File: src/hw/rtl/neighbor_rule_pixel_filter_macros.svh
// ---------------------------------------------------------------------------
// neighbor rule pixel filter assertion macros
// shared assertion shorthands for the filter modules
// ---------------------------------------------------------------------------
`ifndef NEIGHBOR_RULE_PIXEL_FILTER_MACROS_SVH
`define NEIGHBOR_RULE_PIXEL_FILTER_MACROS_SVH

// property must hold at every rising edge outside reset
`define NRPF_ASSERT(label, clk, rst_n, prop, msg) \
  label: assert property (@(posedge clk) disable iff (!rst_n) (prop)) else $error(msg);

// expression must never be true outside reset
`define NRPF_ASSERT_NEVER(label, clk, rst_n, expr, msg) \
  label: assert property (@(posedge clk) disable iff (!rst_n) !(expr)) else $error(msg);

`endif

File: src/hw/rtl/nrpf_pkg.sv
// ---------------------------------------------------------------------------
// nrpf_pkg
// types, constants and register codes shared by the pixel filter modules
// ---------------------------------------------------------------------------
package nrpf_pkg;

  // field and register widths
  localparam int unsigned PIX_W     = 8;
  localparam int unsigned ROW_W     = 12;
  localparam int unsigned CFG_W     = 12;
  localparam int unsigned CFG_IDX_W = 2;

  // geometry limits
  localparam int unsigned MAX_WIDTH_DEF = 2048;
  localparam int unsigned MIN_DIM       = 3;

  // window layout, raster order inside the 3x3 window
  localparam int unsigned WIN_N      = 9;
  localparam int unsigned WIN_NORTH  = 1;
  localparam int unsigned WIN_WEST   = 3;
  localparam int unsigned WIN_CENTRE = 4;
  localparam int unsigned WIN_EAST   = 5;
  localparam int unsigned WIN_SOUTH  = 7;

  // neighbour count at or below which the sparse code is used
  localparam int unsigned SPARSE_LIMIT = 3;

  // result queue depth
  localparam int unsigned OUTQ_DEPTH = 3;

  // register reset values
  localparam logic [CFG_W-1:0] FRAME_WIDTH_RST  = CFG_W'(640);
  localparam logic [CFG_W-1:0] FRAME_HEIGHT_RST = CFG_W'(480);
  localparam logic [PIX_W-1:0] SPARSE_CODE_RST  = '0;
  localparam logic [PIX_W-1:0] DENSE_CODE_RST   = '0;

  // configuration register indexes
  typedef enum logic [CFG_IDX_W-1:0] {
    CFG_FRAME_WIDTH  = 2'd0,
    CFG_FRAME_HEIGHT = 2'd1,
    CFG_SPARSE_CODE  = 2'd2,
    CFG_DENSE_CODE   = 2'd3
  } cfg_reg_e;

  // request kinds
  typedef enum logic {
    REQ_PIXEL = 1'b0,
    REQ_DRAIN = 1'b1
  } req_type_e;

  // one request handed from position control to the datapath
  typedef struct packed {
    logic             valid;
    logic             flush;
    logic             emit;
    logic             border;
    logic             interior;
    logic             last;
    logic             sel_mid;
    logic [PIX_W-1:0] pix;
  } issue_t;

  // one result
  typedef struct packed {
    logic             last;
    logic [PIX_W-1:0] pixel;
  } out_item_t;

endpackage

File: src/hw/rtl/nrpf_outq.sv
// ---------------------------------------------------------------------------
// nrpf_outq
// small result queue between the datapath and the output channel
// ---------------------------------------------------------------------------
`include "neighbor_rule_pixel_filter_macros.svh"

module nrpf_outq (
  input  logic                clk_i,
  input  logic                rst_ni,
  input  logic                push_i,
  input  nrpf_pkg::out_item_t item_i,
  input  logic                ready_i,
  output logic                valid_o,
  output nrpf_pkg::out_item_t item_o,
  output logic                space_o
);

  import nrpf_pkg::*;

  localparam int unsigned Depth = OUTQ_DEPTH;
  localparam int unsigned PtrW  = $clog2(Depth);
  localparam int unsigned CntW  = $clog2(Depth + 1);

  out_item_t       slot_q [Depth];
  logic [PtrW-1:0] wr_ptr_q, rd_ptr_q;
  logic [CntW-1:0] cnt_q, cnt_d;
  logic            pop;

  assign valid_o = cnt_q != '0;
  assign item_o  = slot_q[rd_ptr_q];
  assign pop     = valid_o && ready_i;

  // room for one more request counting the result still in the datapath
  assign space_o = ({1'b0, cnt_q} + (CntW+1)'(push_i)) < (CntW+1)'(Depth);

  // occupancy
  always_comb begin
    case ({push_i, pop})
      2'b10:   cnt_d = cnt_q + CntW'(1);
      2'b01:   cnt_d = cnt_q - CntW'(1);
      default: cnt_d = cnt_q;
    endcase
  end

  // pointers and count
  always_ff @(posedge clk_i or negedge rst_ni) begin
    if (!rst_ni) begin
      wr_ptr_q <= '0;
      rd_ptr_q <= '0;
      cnt_q    <= '0;
    end else begin
      cnt_q <= cnt_d;
      if (push_i) begin
        wr_ptr_q <= (wr_ptr_q == PtrW'(Depth - 1)) ? '0 : wr_ptr_q + PtrW'(1);
      end
      if (pop) begin
        rd_ptr_q <= (rd_ptr_q == PtrW'(Depth - 1)) ? '0 : rd_ptr_q + PtrW'(1);
      end
    end
  end

  // result slots
  always_ff @(posedge clk_i) begin
    if (push_i) begin
      slot_q[wr_ptr_q] <= item_i;
    end
  end

  // the request gating must keep a full queue from taking another result
  `NRPF_ASSERT_NEVER(a_no_overflow, clk_i, rst_ni, push_i && !pop && cnt_q == CntW'(Depth), "result pushed into full queue")

endmodule

File: config.mk
export PLATFORM = sky130hd
export DESIGN_NAME = nrpf_outq
export DESIGN_NICKNAME = d
export VERILOG_FILES = /design/src/hw/rtl/nrpf_pkg.sv /design/src/hw/rtl/nrpf_outq.sv
export VERILOG_INCLUDE_DIRS = /design/src /design/src/hw/rtl
export SDC_FILE = /design/constraint.sdc
export NUM_CORES = 1
export LEC_CHECK = 0
export BUFFER_PORTS_ARGS = -buffer_cell sky130_fd_sc_hd__buf_2
export CAP_MARGIN = 20
export CORE_MARGIN = 5
export CORE_UTILIZATION = 45
export CTS_BUF_LIST = sky130_fd_sc_hd__clkbuf_2 sky130_fd_sc_hd__clkbuf_4 sky130_fd_sc_hd__clkbuf_8
export CTS_CLUSTER_DIAMETER = 80
export CTS_CLUSTER_SIZE = 16
export DETAILED_ROUTE_END_ITERATION = 8
export PLACE_DENSITY = 0.69
export SETUP_SLACK_MARGIN = 0.3
export SYNTH_ARGS = -nofsm -noshare
export SYNTH_HDL_FRONTEND = slang
export SYNTH_SLANG_ARGS = --single-unit
File: constraint.sdc
create_clock -name clk_i -period 1.52 [get_ports clk_i]
set_clock_uncertainty 0.05 [all_clocks]
set_input_delay 0.152 -clock clk_i [delete_from_list [all_inputs] [get_ports clk_i]]
set_output_delay 0.152 -clock clk_i [all_outputs]
set_load 0.05 [all_outputs]
# ---- After elaboration in Yosys (flattened, before gate mapping)
# Memories as Yosys holds them, arrays and structs flattened.
# Cells that the tools add are included.
dict set report word_totals {
  regBits 6
  ramBits 27
  out_inout_bits 11
  wordCells 22
  mem_count 1
}
# memory words width read_ports rd_clocked_by_memory_dff wr line_no
set mem_list {}
lappend mem_list {slot_q 3 9 1 0 1 nrpf_outq.sv:24} ;# out_item_t slot_q [Depth];
dict set report classes {
  n_addsub 5
  order_cmp 1
  n_eq_ne 4
  n_mux 5
  reduce_logical 3
}
# op count
set op_table {}
lappend op_table {{adder 2 x 1 -> 2 bit (second input constant)} 3}
lappend op_table {{equality test 2 bit (second input constant)} 3}
lappend op_table {{two-way mux 2 bit} 2}
lappend op_table {{one-hot mux 2 bit (2 select lines)} 1}
lappend op_table {{nonzero test 2 bit} 2}
lappend op_table {{adder 2 x 1 -> 3 bit} 1}
lappend op_table {{less-than comparator 3 x 2 -> 1 bit (second input constant)} 1}
lappend op_table {{equality test 2 x 1 -> 1 bit (second input constant)} 1}
lappend op_table {{two-way mux 1 bit} 2}
lappend op_table {{subtractor 2 x 1 -> 2 bit (second input constant)} 1}
lappend op_table {{logical AND 1 bit} 1}

# ---- Longest topological paths before layout
dict set report logic_depth {
  word_depth 4
  mapped_depth 6
  ltp_nobuf 6
}

# ---- Worst setup path after synthesis
# OpenSTA, ideal clock, no wires.
dict set report synth_timing {
  kind {reg2out}
  startpoint {register cnt_q[0]}
  endpoint {output space_o}
  arrival_ps 1665
  slack_ps -347
  stages_incl_launch_ff 4
  n_path_buf 0
  cell_sequence {dfrtp_1 > ha_1 > ha_1 > a21oi_1}
}
dict set report synth_via {
  elab_chain_cells 2
}
# item line_no
set synth_rtl {}
lappend synth_rtl {{start: declaration} nrpf_outq.sv:26} ;# logic [CntW-1:0] cnt_q, cnt_d;
lappend synth_rtl {{start signal: assignment} nrpf_outq.sv:52} ;# cnt_q <= cnt_d;
lappend synth_rtl {{adder 2 x 1 -> 3 bit} nrpf_outq.sv:34} ;# assign space_o = ({1'b0, cnt_q} + (CntW+1)'(push_i)) < (CntW+1)'(Depth);
lappend synth_rtl {{less-than comparator 3 x 2 -> 1 bit} nrpf_outq.sv:34}
lappend synth_rtl {{end: declaration} nrpf_outq.sv:15} ;# output logic space_o
# No other way between the ends.

# ---- Worst setup path after layout
# Ends and elaborated chain as after synthesis.

==> results.toml <==
[detailed_routing]
route.top_layer_used = "met4"
wl_met2_um = 1260
firstDrtPassIters = 4
postRouteAntennaNets = 0
drc = 0
drt_iter0_markers = 31
vias_per_cell = 4.99
routedWlPerCell_um = 14.6
wl_um = 2460
num_vias = 843
wl_met1_um = 1020
met3_length_um = 146

[die]
die_x_um = 63.9
start_util = 0.473
coreArea_um2 = 2760
pin_count = 24
die_area_um2 = 4080
die_h_um = 63.9
fp-row-count = 19

[setup_path]
cpPeakStageDelay_ns = 0.44
crit_path_end_kind = "output port"
path_common_cell = "ha_4"
critical_path_peak_fanout = 2
cpLargestDelayFamily = "flip-flops"
critPathBufInv = 1
crit_path_start_kind = "flop"
slowest_stage = "dfrtp_2"
cp.required_ns = 1.32
reg2reg_setup_slack_ns = 0.08
arrival_ns = 1.42
crit_type = "reg -> out"
cp_cell_sequence = "ha_4 > ha_4 > a21oi_4 > buf_6"

[sta]
period_share = 1.07
max-slew-margin-rel = 0.823
final.setup.worst_slack_ns = -0.104
maxSlewViolCount = 0
setup_viol_count_final = 11
rsz0062_at_grt = "true"
timing.final.hold_violations = 0
worstMarginPinSlew_ns = 0.266
timing.hold.ws_ns = 0.122
max_freq_ghz = 0.616
fin_crit_ns = 1.62

[logic_synthesis]
synth_area_leaders = "edfxtp_1 62%, dfrtp_1 12%, mux2i_1 6.9%"
yosysMostFrequentCell = "edfxtp_1"
ys_types = 20
synth_edf_count = 27
seq_area_frac_synth = 0.736
yosysWarnings = 0
synth_top_area_share = 0.621
ys_top_cells_by_count = "27 x edfxtp_1, 11 x nand2_1, 10 x o21ai_1"
synth-main-ff-cell = "edfxtp_1"
synthArstFlopShare = 0.182
synth_largest_area_cell = "edfxtp_1"
synth_area_um2 = 1310
synth_area_per_cell_um2 = 15.2
synth_fp_nets = 102
synth-seq-cells = 33
synth_cells = 86

[hold_path]
holdCritPathClass = "in -> async"

[clock_tree]
cts.sinks = 33
cts_tree = "done"
clk_pin_slew_ns = 0.10
clk_latency_ns = 0.32
root_buffer = "clkbuf_4"
clock_path_buffers = 2
ctsHtreeMaxLevel = 2
cts_buffers = 5

[layout]
final_nets = 153
syn2layout_area_growth_pct = 55.3
design_area_um2 = 2030
diodes = 0
utilization = 0.735
drive_above_1_share = 0.543
fin_cells = 169

[grt]
grt_max_degree = 13
grt_overflow = 0
grt_antenna_before_repair = 0
first_global_vias = 885
grt.total_usage = 0.135
grt_pass1_wl_um = 4120

[power_and_ir_drop]
p_leak_nw = 0.776
p_per_area_nw_per_um2 = 2230
total_power_mw = 4.52
vdd.ir_drop.worst_mv = 1.96

[run_status]
violations = "setup timing"
outcome = "finished with violations"

[place]
dp_hpwl_um = 1570
placed_area_um2 = 1660
numPortBuffers = 23
dpl.cell_count = 145
place_congestion = 0.672

[flow_run]
drv_cap = 0
[worst register-to-register path, delay by kind of cell (launching register included)]
kind / cells / cell delay [ns]
and+or+nand+nor: 1 / 0.06
DFF: 1 / 0.44
xor gates and xnor gates: 2 / 0.27
adders and majority gates: 1 / 0.15
buffers and inverters: 2 / 0.23
AOI/OAI and AO/OA: 1 / 0.13
[power by group]
part / total (mW) / leakage (nW) / switching [mW] / internal, mW
registers: 1.33 / 0.320 / 0.138 / 1.20
logic: 2.54 / 0.413 / 1.44 / 1.10
clock network: 0.641 / 0.0433 / 0.281 / 0.360
[metal layers]
metal | vias to the layer above | global-route usage
met4 | 0 | 0.0468
met3 | 4 | 0.0630
met2 | 20 | 0.219
met5 | - | 0
met1 | 402 | 0.157
li1 | 417 | -
[final cells by class]
class                   instances  area, um^2
multi-input cells              48         529
fillers                       180         731
repair buffers                 47         408
inverters                       2        7.51
clock inverters                 2        33.8
clock buffers                   6        45.0
well taps                      31        38.8
flip-flops and latches         33         965
[per-stage QoR]
stage | setup slack [ns] | setup TNS, ns
3_3_place_gp | -0.00436 | -0.00436
3_5_place_dp | -0.0310 | -0.0941
5_1_grt | -0.145 | -1.14
6_report | -0.104 | -0.520
2_1_floorplan | 0.158 | 0
4_1_cts | -0.115 | -0.644
[registers in the layout, indices dropped and copies added, names as in the netlist]
| register | cells |
|---|---|
| wr_ptr_q | 2 |
| rd_ptr_q | 2 |
| slot_q | 27 |
| cnt_q | 2 |
[worst paths after layout]
path,from,end,cells past startpoint
min in group clk_i,push_i,wr_ptr_q[0]$_DFFE_PN0P_,3
max reg2reg,cnt_q[0]$_DFFE_PN0P_,cnt_q[1]$_DFFE_PN0P_,7
max in group asynchronous,rst_ni,rd_ptr_q[0]$_DFFE_PN0P_,2
min,rst_ni,wr_ptr_q[1]$_DFFE_PN0P_,2
max,cnt_q[0]$_DFFE_PN0P_,space_o,4
min reg2reg,wr_ptr_q[0]$_DFFE_PN0P_,wr_ptr_q[0]$_DFFE_PN0P_,1
[placed cells by master, fill, tap and decap left out, types with 3 or more instances in the layout]
master / netlist / routed
a21o_1: 3 / 3
buf_2: 2 / 12
buf_4: 1 / 9
buf_6: 0 / 16
clkbuf_4: 0 / 6
dfrtp_1: 6 / 3
dfrtp_2: 0 / 3
dlygate4sd3_1: 0 / 10
edfxtp_1: 27 / 27
ha_4: 0 / 3
mux2i_2: 0 / 9
nand2_1: 11 / 11
o21ai_4: 0 / 10
[kinds of logic (layout without fill, tap and decap cells)]
group | after synthesis | in the layout | synth area share
mux | 9 | 9 | 0.0690
fa+ha+maj | 3 | 3 | 0.0288
compound gates | 15 | 15 | 0.0662
xor+xnor | 3 | 3 | 0.0201
simple gates | 18 | 18 | 0.0604
buf+inv | 5 | 57 | 0.0192
flops | 33 | 33 | 0.736
[timing repair]
item	4_1_cts	5_1_grt
gates cloned	0	0
pin swaps	1	0
resized for setup	36	6
setup endpoints to repair	13	24
hold buffers	10	0
endpoints found under the hold margin	33	0
buffers inserted	6	0
No activity file was read; power rests on OpenSTA's default activity.
