### config.mk
export PLATFORM = sky130hd
export DESIGN_NAME = nrpf_ctrl
export DESIGN_NICKNAME = d
export VERILOG_FILES = /design/src/hw/rtl/nrpf_pkg.sv /design/src/hw/rtl/nrpf_ctrl.sv
export VERILOG_INCLUDE_DIRS = /design/src /design/src/hw/rtl
export SDC_FILE = /design/constraint.sdc
export NUM_CORES = 1
export LEC_CHECK = 0
export ABC_AREA = 1
export BUFFER_PORTS_ARGS = -buffer_cell sky130_fd_sc_hd__buf_4
export CAP_MARGIN = 20
export CORE_MARGIN = 1
export CORE_UTILIZATION = 50
export DETAILED_ROUTE_END_ITERATION = 16
export PLACE_DENSITY = 0.76
export SLEW_MARGIN = 0
export SYNTH_ARGS = -nofsm -noshare
export SYNTH_HDL_FRONTEND = slang
export SYNTH_SLANG_ARGS = --single-unit
### constraint.sdc
create_clock -name clk_i -period 6.4 [get_ports clk_i]
set_input_delay 0.96 -clock clk_i [delete_from_list [all_inputs] [get_ports clk_i]]
set_output_delay 0.96 -clock clk_i [all_outputs]
set_load 0.02 [all_outputs]
### src/hw/rtl/neighbor_rule_pixel_filter_macros.svh
// ---------------------------------------------------------------------------
// neighbor rule pixel filter assertion macros
// shared assertion shorthands for the filter modules
// ---------------------------------------------------------------------------
`ifndef NEIGHBOR_RULE_PIXEL_FILTER_MACROS_SVH
`define NEIGHBOR_RULE_PIXEL_FILTER_MACROS_SVH

// property must hold at every rising edge outside reset
`define NRPF_ASSERT(label, clk, rst_n, prop, msg) \
  label: assert property (@(posedge clk) disable iff (!rst_n) (prop)) else $error(msg);

// expression must never be true outside reset
`define NRPF_ASSERT_NEVER(label, clk, rst_n, expr, msg) \
  label: assert property (@(posedge clk) disable iff (!rst_n) !(expr)) else $error(msg);

`endif

### src/hw/rtl/nrpf_pkg.sv
// ---------------------------------------------------------------------------
// nrpf_pkg
// types, constants and register codes shared by the pixel filter modules
// ---------------------------------------------------------------------------
package nrpf_pkg;

  // field and register widths
  localparam int unsigned PIX_W     = 8;
  localparam int unsigned ROW_W     = 12;
  localparam int unsigned CFG_W     = 12;
  localparam int unsigned CFG_IDX_W = 2;

  // geometry limits
  localparam int unsigned MAX_WIDTH_DEF = 2048;
  localparam int unsigned MIN_DIM       = 3;

  // window layout, raster order inside the 3x3 window
  localparam int unsigned WIN_N      = 9;
  localparam int unsigned WIN_NORTH  = 1;
  localparam int unsigned WIN_WEST   = 3;
  localparam int unsigned WIN_CENTRE = 4;
  localparam int unsigned WIN_EAST   = 5;
  localparam int unsigned WIN_SOUTH  = 7;

  // neighbour count at or below which the sparse code is used
  localparam int unsigned SPARSE_LIMIT = 3;

  // result queue depth
  localparam int unsigned OUTQ_DEPTH = 3;

  // register reset values
  localparam logic [CFG_W-1:0] FRAME_WIDTH_RST  = CFG_W'(640);
  localparam logic [CFG_W-1:0] FRAME_HEIGHT_RST = CFG_W'(480);
  localparam logic [PIX_W-1:0] SPARSE_CODE_RST  = '0;
  localparam logic [PIX_W-1:0] DENSE_CODE_RST   = '0;

  // configuration register indexes
  typedef enum logic [CFG_IDX_W-1:0] {
    CFG_FRAME_WIDTH  = 2'd0,
    CFG_FRAME_HEIGHT = 2'd1,
    CFG_SPARSE_CODE  = 2'd2,
    CFG_DENSE_CODE   = 2'd3
  } cfg_reg_e;

  // request kinds
  typedef enum logic {
    REQ_PIXEL = 1'b0,
    REQ_DRAIN = 1'b1
  } req_type_e;

  // one request handed from position control to the datapath
  typedef struct packed {
    logic             valid;
    logic             flush;
    logic             emit;
    logic             border;
    logic             interior;
    logic             last;
    logic             sel_mid;
    logic [PIX_W-1:0] pix;
  } issue_t;

  // one result
  typedef struct packed {
    logic             last;
    logic [PIX_W-1:0] pixel;
  } out_item_t;

endpackage

### src/hw/rtl/nrpf_ctrl.sv
// ---------------------------------------------------------------------------
// nrpf_ctrl
// configuration registers, input and output raster positions, request issue
// ---------------------------------------------------------------------------
`include "neighbor_rule_pixel_filter_macros.svh"

module nrpf_ctrl #(
  parameter int unsigned MaxWidth = nrpf_pkg::MAX_WIDTH_DEF,
  localparam int unsigned ColW = $clog2(MaxWidth)
) (
  input  logic                             clk_i,
  input  logic                             rst_ni,
  input  logic                             cfg_we_i,
  input  logic [nrpf_pkg::CFG_IDX_W-1:0]   cfg_index_i,
  input  logic [nrpf_pkg::CFG_W-1:0]       cfg_data_i,
  input  logic                             accept_i,
  input  nrpf_pkg::req_type_e              req_type_i,
  input  logic [nrpf_pkg::PIX_W-1:0]       pixel_i,
  output nrpf_pkg::issue_t                 issue_o,
  output logic [ColW-1:0]                  addr_o,
  output logic [nrpf_pkg::PIX_W-1:0]       sparse_code_o,
  output logic [nrpf_pkg::PIX_W-1:0]       dense_code_o
);

  import nrpf_pkg::*;

  logic [CFG_W-1:0] frame_width_q, frame_height_q;
  logic [PIX_W-1:0] sparse_code_q, dense_code_q;

  logic [ColW-1:0]  in_column_q, in_column_d;
  logic [ROW_W-1:0] in_row_q, in_row_d;
  logic [ColW-1:0]  out_column_q, out_column_d;
  logic [ROW_W-1:0] out_row_q, out_row_d;

  logic [ColW:0]    width_eff, w_m1;
  logic [ROW_W-1:0] height_eff, h_m1;
  logic             col_wrap;
  logic [ColW-1:0]  col0;
  logic [ROW_W-1:0] row0;
  logic             flush;
  logic             border, center, interior;
  logic             out_end;
  logic [ColW:0]    out_col_inc, pix_col_inc;
  logic [ColW-1:0]  out_col_nx, flush_addr;
  logic [ROW_W-1:0] out_row_nx;
  issue_t           issue;

  // configuration registers
  always_ff @(posedge clk_i or negedge rst_ni) begin
    if (!rst_ni) begin
      frame_width_q  <= FRAME_WIDTH_RST;
      frame_height_q <= FRAME_HEIGHT_RST;
      sparse_code_q  <= SPARSE_CODE_RST;
      dense_code_q   <= DENSE_CODE_RST;
    end else if (cfg_we_i) begin
      case (cfg_reg_e'(cfg_index_i))
        CFG_FRAME_WIDTH:  frame_width_q  <= cfg_data_i;
        CFG_FRAME_HEIGHT: frame_height_q <= cfg_data_i;
        CFG_SPARSE_CODE:  sparse_code_q  <= cfg_data_i[PIX_W-1:0];
        CFG_DENSE_CODE:   dense_code_q   <= cfg_data_i[PIX_W-1:0];
        default: ;
      endcase
    end
  end

  assign sparse_code_o = sparse_code_q;
  assign dense_code_o  = dense_code_q;

  // clamped geometry
  always_comb begin
    if (frame_width_q < CFG_W'(MIN_DIM)) begin
      width_eff = (ColW+1)'(MIN_DIM);
    end else if (32'(frame_width_q) > MaxWidth) begin
      width_eff = (ColW+1)'(MaxWidth);
    end else begin
      width_eff = (ColW+1)'(frame_width_q);
    end
    if (frame_height_q < CFG_W'(MIN_DIM)) begin
      height_eff = ROW_W'(MIN_DIM);
    end else begin
      height_eff = frame_height_q;
    end
  end

  assign w_m1 = width_eff - (ColW+1)'(1);
  assign h_m1 = height_eff - ROW_W'(1);

  // input position after the end-of-row wrap
  assign col_wrap = {1'b0, in_column_q} >= width_eff;
  assign col0     = col_wrap ? '0 : in_column_q;
  assign row0     = col_wrap ? in_row_q + ROW_W'(1) : in_row_q;
  assign flush    = row0 >= height_eff;

  // pixel decisions: border pixel of the row before, window centre, interior
  assign border      = (col0 == '0) && (row0 >= ROW_W'(2));
  assign center      = (col0 != '0) && (row0 != '0);
  assign interior    = (row0 >= ROW_W'(2)) && (col0 >= ColW'(2));
  assign pix_col_inc = {1'b0, col0} + (ColW+1)'(1);

  // output position step
  assign out_end     = (out_row_q >= h_m1) && ({1'b0, out_column_q} >= w_m1);
  assign out_col_inc = {1'b0, out_column_q} + (ColW+1)'(1);

  always_comb begin
    if (out_end) begin
      out_col_nx = '0;
      out_row_nx = '0;
    end else if (out_col_inc >= width_eff) begin
      out_col_nx = '0;
      out_row_nx = out_row_q + ROW_W'(1);
    end else begin
      out_col_nx = out_col_inc[ColW-1:0];
      out_row_nx = out_row_q;
    end
  end

  // flush reads the stored row of the pending output, column clamped
  assign flush_addr = ({1'b0, out_column_q} < width_eff) ? out_column_q : w_m1[ColW-1:0];

  // request issue and position update
  always_comb begin
    in_column_d    = in_column_q;
    in_row_d       = in_row_q;
    out_column_d   = out_column_q;
    out_row_d      = out_row_q;
    addr_o         = col0;
    issue          = '0;
    issue.flush    = flush;
    issue.border   = border;
    issue.interior = interior;
    issue.last     = out_end;
    issue.sel_mid  = out_row_q >= h_m1;
    issue.pix      = pixel_i;
    if (flush) begin
      addr_o      = flush_addr;
      issue.valid = accept_i;
      issue.emit  = 1'b1;
      if (accept_i) begin
        out_column_d = out_col_nx;
        out_row_d    = out_row_nx;
        if (out_end) begin
          in_column_d = '0;
          in_row_d    = '0;
        end else begin
          in_column_d = col0;
          in_row_d    = row0;
        end
      end
    end else if (req_type_i == REQ_DRAIN) begin
      if (accept_i) begin
        in_column_d = col0;
        in_row_d    = row0;
      end
    end else begin
      issue.valid = accept_i;
      issue.emit  = border || center;
      if (accept_i) begin
        if (pix_col_inc >= width_eff) begin
          in_column_d = '0;
          in_row_d    = row0 + ROW_W'(1);
        end else begin
          in_column_d = pix_col_inc[ColW-1:0];
          in_row_d    = row0;
        end
        if (border || center) begin
          out_column_d = out_col_nx;
          out_row_d    = out_row_nx;
        end
      end
    end
  end

  assign issue_o = issue;

  // position registers
  always_ff @(posedge clk_i or negedge rst_ni) begin
    if (!rst_ni) begin
      in_column_q  <= '0;
      in_row_q     <= '0;
      out_column_q <= '0;
      out_row_q    <= '0;
    end else begin
      in_column_q  <= in_column_d;
      in_row_q     <= in_row_d;
      out_column_q <= out_column_d;
      out_row_q    <= out_row_d;
    end
  end

  // the final pixel of a frame returns the output position to the origin
  `NRPF_ASSERT(a_last_resets_out, clk_i, rst_ni, issue_o.valid && issue_o.emit && issue_o.last |=> out_row_q == '0 && out_column_q == '0, "output position not at origin after frame end")

  // a finished flush also returns the input position to the origin
  `NRPF_ASSERT(a_flush_end_resets_in, clk_i, rst_ni, issue_o.valid && issue_o.flush && issue_o.last |=> in_row_q == '0 && in_column_q == '0, "input position not at origin after flush")

endmodule

* After elaboration in Yosys (flattened, before gate mapping) *
Index checks and enable logic that the tools add are counted.

cells by class
  shifts and indexed selects = 0
  muxes and demuxes = 39
  bitwise gates (word level) = 0
  add/subtract/negate cells = 7
  reduce and logical (&&, ||, !) cells = 16
  divide/modulo/power cells = 0
  order comparisons = 12
  $mul = 0
  eq/ne operators = 5

operators with widths
  kind                     count
  $mux W12                 18
  $mux W11                 17
  $ge A12 B12 Y1           4
  $add A12 B1 Y12 const B  3
  $add A11 B1 Y12 const B  2
  $ge A11 B12 Y1           2
  $lt A12 B2 Y1 const B    2
  $sub A12 B1 Y12 const B  2
  $ge A12 B2 Y1 const B    1
  $gt A12 B12 Y1 const B   1
  $lt A11 B12 Y1           1
  $reduce_bool A12 Y1      1
  $ge A11 B2 Y1 const B    1
  $logic_not A11 Y1        1
  $reduce_bool A11 Y1      1
  $reduce_and A2 Y1        4
  $eq A2 B2 Y1 const B     2
  $logic_and A1 B1 Y1      4
  $mux W1                  4
  $reduce_and A4 Y1        1
  $reduce_bool A2 Y1       2
  $eq A2 B1 Y1 const B     1
  $logic_not A2 Y1         1
  $ne A2 B1 Y1 const B     1
  2 further kinds          2

word-level totals
  bits in latches = 0
  bits of input ports = 27
  memories kept = 0
  ROM bits = 0
  bits in writable memories = 0
  word-level logic and storage cells = 87
  flip-flop bits (word level) = 86
  output and inout port bits = 42

* Logic depth before layout (Yosys ltp) *
Gate-level depths: netlist of run 1.

  word-level depth = 12
  mapped depth = 39
  depth with buffers taken out = 37

* Worst setup path after synthesis of run 1 *
Ideal clock, no wire load.

  kind = register -> output
  start point = register frame_width_q[5]
  end point = output port issue_o[14] in the netlist's numbering
  path buffers = 3
  data required time = 5,440 ps
  slack = 1,321 ps
  stages on the path, launching flop included = 28
  arrival time = 4,119 ps
  cells stage by stage = dfrtp_1 -> nor2_1 -> nand2_1 -> nor2_1 -> nand3_1 -> o21ai_0 -> buf_2 -> nand2_1 -> ha_1 -> nand2_1 -> inv_1 -> nand2_1 -> nor2_1 -> nand2_1 -> nand4_4 -> buf_6 -> nand2_1 -> nand2_1 -> inv_1 -> ha_1 -> nand2_1 -> nor2_1 -> and2_1 -> nor2_1 -> nand3_2 -> clkinv_1 -> a21oi_2 -> clkbuf_1

RTL lines
  item                      line             text
  start: declaration        nrpf_ctrl.sv:27  logic [CFG_W-1:0] frame_width_q, frame_height_q;
  start signal: assignment  nrpf_ctrl.sv:57  CFG_FRAME_WIDTH: frame_width_q <= cfg_data_i;
  end: declaration          nrpf_ctrl.sv:19  output nrpf_pkg::issue_t issue_o,

* Final worst setup path of run 1 *
  start point = register frame_width_q[5]
  end point = output port addr_o[9]

on the way
  cells in the longest elaborated chain, start to end = 7
  elaborated cells between the ends (all ways) = 12
  classes of those cells = add/sub: 1; order compare: 5; mux: 6

RTL lines
  item              line              text
  $gt A12 B12 Y1    nrpf_ctrl.sv:73   end else if (32'(frame_width_q) > MaxWidth) begin
  $mux W12          nrpf_ctrl.sv:73
  $mux W12 *        nrpf_ctrl.sv:71   if (frame_width_q < CFG_W'(MIN_DIM)) begin
  $ge A11 B12 Y1    nrpf_ctrl.sv:89   assign col_wrap = {1'b0, in_column_q} >= width_eff;
  $mux W12          nrpf_ctrl.sv:91   assign row0 = col_wrap ? in_row_q + ROW_W'(1) : in_row_q;
  $ge A12 B12 Y1    nrpf_ctrl.sv:92   assign flush = row0 >= height_eff;
  $mux W11 *        nrpf_ctrl.sv:134  if (flush) begin
  end: declaration  nrpf_ctrl.sv:20   output logic [ColW-1:0] addr_o,

Every way passes the cells marked *; elsewhere a longest branch is shown, timed or not.

==> flow_metrics.py, run 1 <==
metrics = {
    "power_and_ir_drop": {
        "pwr-share-seq_pct": 19.9,
        "internal_power_uw": 1940,
        "ir_drop_v": 0.000240,
        "p_comb_share_pct": 67.2,
        "pwr-share-clk_pct": 12.9,
        "p_switching_uw": 2300,
        "leakage_uw": 0.00449,
        "switching_share_pct": 54.2,
        "power_density_nw_per_um2": 480,
    },
    "final_layout": {
        "area_growth_pct": 10.5,
        "final_core_util_pct": 57.3,
        "layout.nets": 1302,
        "diodes": 0,
        "instances_no_fill": 1399,
        "drive_above_1_share_pct": 12.3,
        "fin_area_um2": 8840,
    },
    "yosys": {
        "yosysTopAreaCellShare_pct": 25.0,
        "yosysSeqAreaShare_pct": 27.0,
        "synth_ff_type": "dfrtp_1",
        "synth_cell_type_count": 51,
        "synth_top_family_by_area": "simple AND/OR/NAND/NOR gates",
        "postSynthAreaPerCell_um2": 6.97,
        "mappedNetlistArea_um2": 8010,
        "synthCells": 1148,
        "synth.area.mux_share_pct": 0,
        "synth_common_cells": "nand2_1, inv_1, ha_1",
        "synth_area_leader_cell": "dfrtp_1",
        "synthArstFlopShare_pct": 100,
        "ys_warn_count": 0,
        "syn-num-nets": 1267,
        "synth.most_common_cell": "nand2_1",
        "synth_compound_area_share_pct": 13.3,
        "synth-simple-area-share_pct": 31.4,
        "ys_top_cells_by_area": "dfrtp_1, ha_1, nand2_1, inv_1, o21ai_0",
        "synth_adder_area_share_pct": 14.4,
        "synth-edff-count": 0,
        "yosys.area_share.xor_xnor_pct": 3.72,
        "synth_seq_cells": 86,
    },
    "sta": {
        "hold_violations": 0,
        "period_share_pct": 93.5,
        "tightest_slew_ns": 0.915,
        "setup_viol": 0,
        "rsz0062_at_grt": "no",
        "finalMaxSlewViolations": 0,
        "fmax_mhz": 167,
        "slew-limit-headroom_pct": 39.0,
        "fin_crit_ns": 5.99,
        "tns_ns": 0,
        "clock_skew_ns": 0.00849,
    },
    "worst_hold_path": {
        "hold_path.class": "in -> async",
    },
    "routing": {
        "drtPass1Iterations": 7,
        "wire_per_inst_um": 15.6,
        "drt-total-wl_um": 21800,
        "via_per_inst": 5.53,
        "drtIter0Drc": 774,
        "wl_met1_um": 9980,
        "drcViolationCount": 0,
        "ant_nets": 0,
        "dr_wl_met3_um": 1650,
        "top_layer_used": "met4",
        "num_vias": 7743,
        "routed-wl-met2_um": 9650,
    },
    "placement": {
        "io_buffers": 52,
        "dpl.cell_count": 1377,
        "hpwl_um": 16200,
        "dpl_cell_area_um2": 8460,
        "place.gp.congestion": 0.971,
    },
    "floorplanning": {
        "die_h_um": 129,
        "ios": 69,
        "die-area_um2": 16500,
        "rows": 45,
        "start_util_pct": 51.9,
        "die_w_um": 129,
        "core_area_um2": 15400,
    },
    "critical_path": {
        "rrSetupSlack_ns": 0.76,
        "start_kind": "flip-flop",
        "cp_common_cell": "nand2_1",
        "critPathSlowestCell": "dfrtp_1",
        "crit_required_ns": 5.44,
        "cp_max_fo": 12,
        "slowest_delay_ns": 0.43,
        "crit_arrival_ns": 5.03,
        "crit_type": "reg -> out",
        "cp-end-kind": "output port",
    },
    "global_route": {
        "grt_usage_pct": 27.7,
        "antenna_found_initial": 0,
        "grt_pass1_wl_um": 35800,
        "overflow": 0,
        "grt_max_degree": 71,
        "grt_pass1_vias": 7108,
    },
    "outcome": {
        "status": "complete, no violations",
    },
    "cts": {
        "htree_levels": 3,
        "clk_latency_ns": 0.36,
        "cts_buffer_depth": 2,
        "path_clk_slew_ns": 0.07,
        "clkSinkCount": 86,
        "cts_tree": "done",
        "numCtsBuffers": 9,
        "cts_root_buffer": "clkbuf_16",
    },
    "flow_run": {
        "maxCapViolations": 0,
    },
}
[cells in the final DEF (no fill, tap or decap), types with 4 or more instances in the layout]
| master | n |
|---|---|
| a21oi_1 | 46 |
| and2_1 | 4 |
| buf_4 | 63 |
| clkbuf_16 | 9 |
| dfrtp_1 | 80 |
| dfstp_2 | 6 |
| ha_1 | 92 |
| inv_1 | 147 |
| inv_2 | 4 |
| nand2_1 | 295 |
| nand2_2 | 18 |
| nand3_1 | 67 |
| nand4_1 | 44 |
| nor2_1 | 79 |
| nor2_2 | 8 |
| nor3_1 | 14 |
| o211ai_1 | 13 |
| o21ai_0 | 83 |
| o21ai_1 | 7 |
| o21ai_2 | 9 |
| o22ai_1 | 10 |
| o31ai_1 | 4 |
| or2_2 | 4 |
| xnor2_1 | 7 |
| xor2_1 | 27 |
[power groups by stage]
stage	combinational (uW)	clock [uW]	sequential (uW)
floorplan	2070	0	808
global placement	2650	0	845
detailed placement	2700	0	845
CTS	2710	557	836
global route	3200	577	859
finish	2850	546	843
[per-layer routing]
metal,vias up,track usage (%)
li1,3856,-
met1,3533,39.7
met2,319,42.8
met3,35,3.53
met4,0,10.2
met5,-,0
[stage by stage]
stage	hold slack, ns	power, uW	worst slack [ns]
after detailed placement	0.480	3540	0.375
after global placement	0.476	3490	0.513
after CTS	0.466	4110	0.0984
after floorplan	0.453	2880	1.32
after global routing	0.477	4630	0.0599
final	0.460	4240	0.414
[critical path: cells and delay by family, from the launching register on]
family	cells	cell delay [ns]
compound gates	5	0.99
fa+ha+maj	2	0.66
buf+inv	5	0.76
flops	1	0.43
simple gates	14	1.84
[final timing paths]
path / endpoint / startpoint / depth (start not counted)
max reg2reg: in_row_q[11] / frame_width_q[5] / 33
max: addr_o[9] / frame_width_q[5] / 26
max in group asynchronous: out_column_q[1] / rst_ni / 2
min in group clk_i: sparse_code_o[5] / sparse_code_o[5] / 2
min reg2reg: sparse_code_o[5] / sparse_code_o[5] / 2
min: in_row_q[2] / rst_ni / 1
[state kept, by name, indices dropped and copies added, names as in the netlist]
| register | cells |
|---|---|
| dense_code_o | 8 |
| frame_height_q | 12 |
| frame_width_q | 12 |
| in_column_q | 11 |
| in_row_q | 12 |
| out_column_q | 11 |
| out_row_q | 12 |
| sparse_code_o | 8 |
[cell families (layout without fill, tap and decap cells)]
family                   after synthesis  count (layout)
buffers and inverters                194             233
AO/OA/AOI/OAI                        186             186
flip-flops                            86              86
AND/OR/NAND/NOR                      556             557
adder cells (fa/ha/maj)               92              92
XOR/XNOR                              34              34
[final cells by class]
type	instances	area, um2
clock inverter	5	46.3
timing repair buffer	63	473
clock buffer	11	253
multi-input combinational	869	5070
tap	211	264
sequential	86	2160
fill	1454	6580
inverter	154	583
[timing repair]
action                                  in CTS  in global routing
resized for setup                            1                 11
buffers inserted                             0                  5
gates cloned                                 0                  1
endpoints found under the setup margin       1                 21
hold buffers                                 0                  0
pin swaps                                    0                  3
Power figures use the tool's default switching activity.
==> run 2: changes to the inputs <==
Settings changed: BUFFER_PORTS_ARGS -buffer_cell sky130_fd_sc_hd__buf_4 to not set, DONT_BUFFER_PORTS set to 1, PLACE_DENSITY 0.76 to 0.72, RECOVER_POWER set to 25.
==> run 2 against run 1 <==
  * First-iteration DRC count decreased by 8.1%
  * Design area fell by 3.4%
  * Non-clock buffer count fell by 44
  * Sequential power up 3.2%
  * Clock skew is 0.0020 ns lower
  * Critical path type unchanged
  * Largest cell class unchanged
==> flow_metrics.py, run 2 (same netlist as run 1, synthesis figures left out) <==
metrics = {
    "routing": {
        "wire_per_inst_um": 15.9,
        "drtIter0Drc": 711,
        "drt-total-wl_um": 21600,
        "drtPass1Iterations": 6,
        "ant_nets": 0,
        "drcViolationCount": 0,
        "via_per_inst": 5.61,
        "num_vias": 7613,
    },
    "worst_hold_path": {
        "hold_path.class": "in -> async",
    },
    "sta": {
        "fmax_mhz": 165,
        "setup_viol": 0,
        "tightest_slew_ns": 0.931,
        "clock_skew_ns": 0.00646,
        "finalMaxSlewViolations": 0,
        "whs_ns": 0.295,
        "slew-limit-headroom_pct": 37.7,
        "hold_violations": 0,
        "fin_ws_ns": 0.356,
        "fin_crit_ns": 6.04,
        "period_share_pct": 94.4,
    },
    "critical_path": {
        "cp_max_fo": 13,
        "cp_common_cell": "nand2_1",
        "endpoint": "issue_o[14]",
        "crit_required_ns": 5.44,
        "worst-r2r-cell-count": 34,
        "crit_chain": "nor2_1, nand2_1, nor2_1, nand3_1, o21ai_0, buf_4, nand2_1, ha_1, nand2_4, nor2_4, nand3_4, nand4_4, nand2_1, nand2_1, inv_1, ha_1, nand2_1, nor2_1, nand3_1, nand3_4, clkinvlp_4, buf_4, a21oi_2",
        "crit_type": "reg -> out",
        "critPathSlowestCell": "dfrtp_1",
        "rr_startpoint": "frame_width_q[6]",
        "rrSetupSlack_ns": 0.62,
        "cp-end-kind": "output port",
        "start_kind": "flip-flop",
        "crit_arrival_ns": 5.08,
        "r2r_end": "in_row_q[7]",
        "crit_start": "frame_width_q[6]",
        "slowest_delay_ns": 0.43,
    },
    "final_layout": {
        "final.fill_count": 1498,
        "fin_area_um2": 8540,
        "area_growth_pct": 6.70,
        "diodes": 0,
        "layout.nets": 1259,
        "mostFrequentLayoutCells": "nand2_1, inv_1, ha_1",
        "drive_above_1_share_pct": 9.17,
        "final_common_cell": "nand2_1",
    },
    "floorplanning": {
        "die_w_um": 129,
        "core_area_um2": 15400,
        "die-area_um2": 16500,
        "ios": 69,
        "start_util_pct": 51.9,
        "die_h_um": 129,
        "rows": 45,
    },
    "cts": {
        "clkSinkCount": 86,
        "numCtsBuffers": 9,
        "htree_levels": 3,
        "cts_buffer_depth": 2,
        "clk_latency_ns": 0.36,
        "cts_tree": "done",
        "cts_root_buffer": "clkbuf_16",
        "cts_hold_buffers": 0,
        "path_clk_slew_ns": 0.07,
    },
    "global_route": {
        "overflow": 0,
        "grt_usage_pct": 27.1,
        "grt_pass1_vias": 6929,
        "antenna_found_initial": 0,
        "grt_max_degree": 87,
        "grt_pass1_wl_um": 34900,
    },
    "power_and_ir_drop": {
        "leakage_uw": 0.00428,
        "power_density_nw_per_um2": 485,
        "ir_drop_v": 0.000190,
    },
    "outcome": {
        "status": "complete, no violations",
    },
    "flow_run": {
        "maxCapViolations": 0,
    },
    "placement": {
        "io_buffers": 0,
        "pre_cts_ws_ns": 0.210,
        "hpwl_um": 16100,
        "dpl_cell_area_um2": 8140,
        "place.gp.congestion": 0.932,
    },
}
run 2: cell count changes in the layout (fill, tap and decap cells not counted), sizes merged:
| cell | previous run | this run |
|---|---|---|
| clkinvlp | 0 | 1 |
| clkinv | 2 | 3 |
| nand4 | 45 | 46 |
| buf | 63 | 19 |
| clkbuf | 11 | 9 |
run 2: critical path, delay by kind of cell, from the launching register on:
family,cells,cell delay (ns)
DFF,1,0.43
buffers and inverters,4,0.71
AOI/OAI and AO/OA,2,0.55
and+or+nand+nor,15,2.32
adders and majority gates,2,0.70
run 2: how the worst min path moves through the flow:
stage / from / to / slack, ns / cells after the start
global placement: frame_height_q[0] / frame_height_q[0] / 0.47 / 2
floorplan: frame_height_q[0] / frame_height_q[0] / 0.45 / 2
detailed placement: frame_height_q[0] / frame_height_q[0] / 0.48 / 2
global route: rst_ni / in_row_q[5] / 0.28 / 0
CTS: rst_ni / in_row_q[6] / 0.28 / 0
finish: rst_ni / in_row_q[6] / 0.29 / 0
run 2: cell type report:
cell class              count  area (um2)  share of cell area, %
clock buffers               9         225                   2.64
clock inverters             7        62.6                  0.732
inverters                 154         584                   6.84
multi-input cells         870        5100                   59.8
flip-flops and latches     86        2160                   25.3
well taps                 211         264                   3.09
repair buffers             19         143                   1.67
run 2: metrics by stage:
stage,TNS [ns],total power [uW],instances,utilization [%]
6_report,0,4150,1356,55.4
5_1_grt,-0.00530,4540,1356,55.4
4_1_cts,0,3970,1351,54.7
3_5_place_dp,0,3420,1334,52.7
3_3_place_gp,0,3370,1334,52.7
2_1_floorplan,0,2880,1148,-
run 2: timing repair:
action,in CTS,in global routing
endpoints found under the setup margin,3,60
cloned,1,1
pin swaps,1,3
setup buffers,0,4
resized for setup,0,16
run 2: report_power, final:
part	total, uW	switching (uW)	internal [uW]
clock network	525	252	273
logic	2750	1830	921
registers	870	195	675
run 2: metal layers:
metal,global-route usage (%),vias to the layer above,part of all wire [%]
li1,-,3785,-
met1,37.5,3511,47
met2,42.1,280,44
met3,5.45,37,6.6
met4,9.55,0,2.4
met5,0,-,0
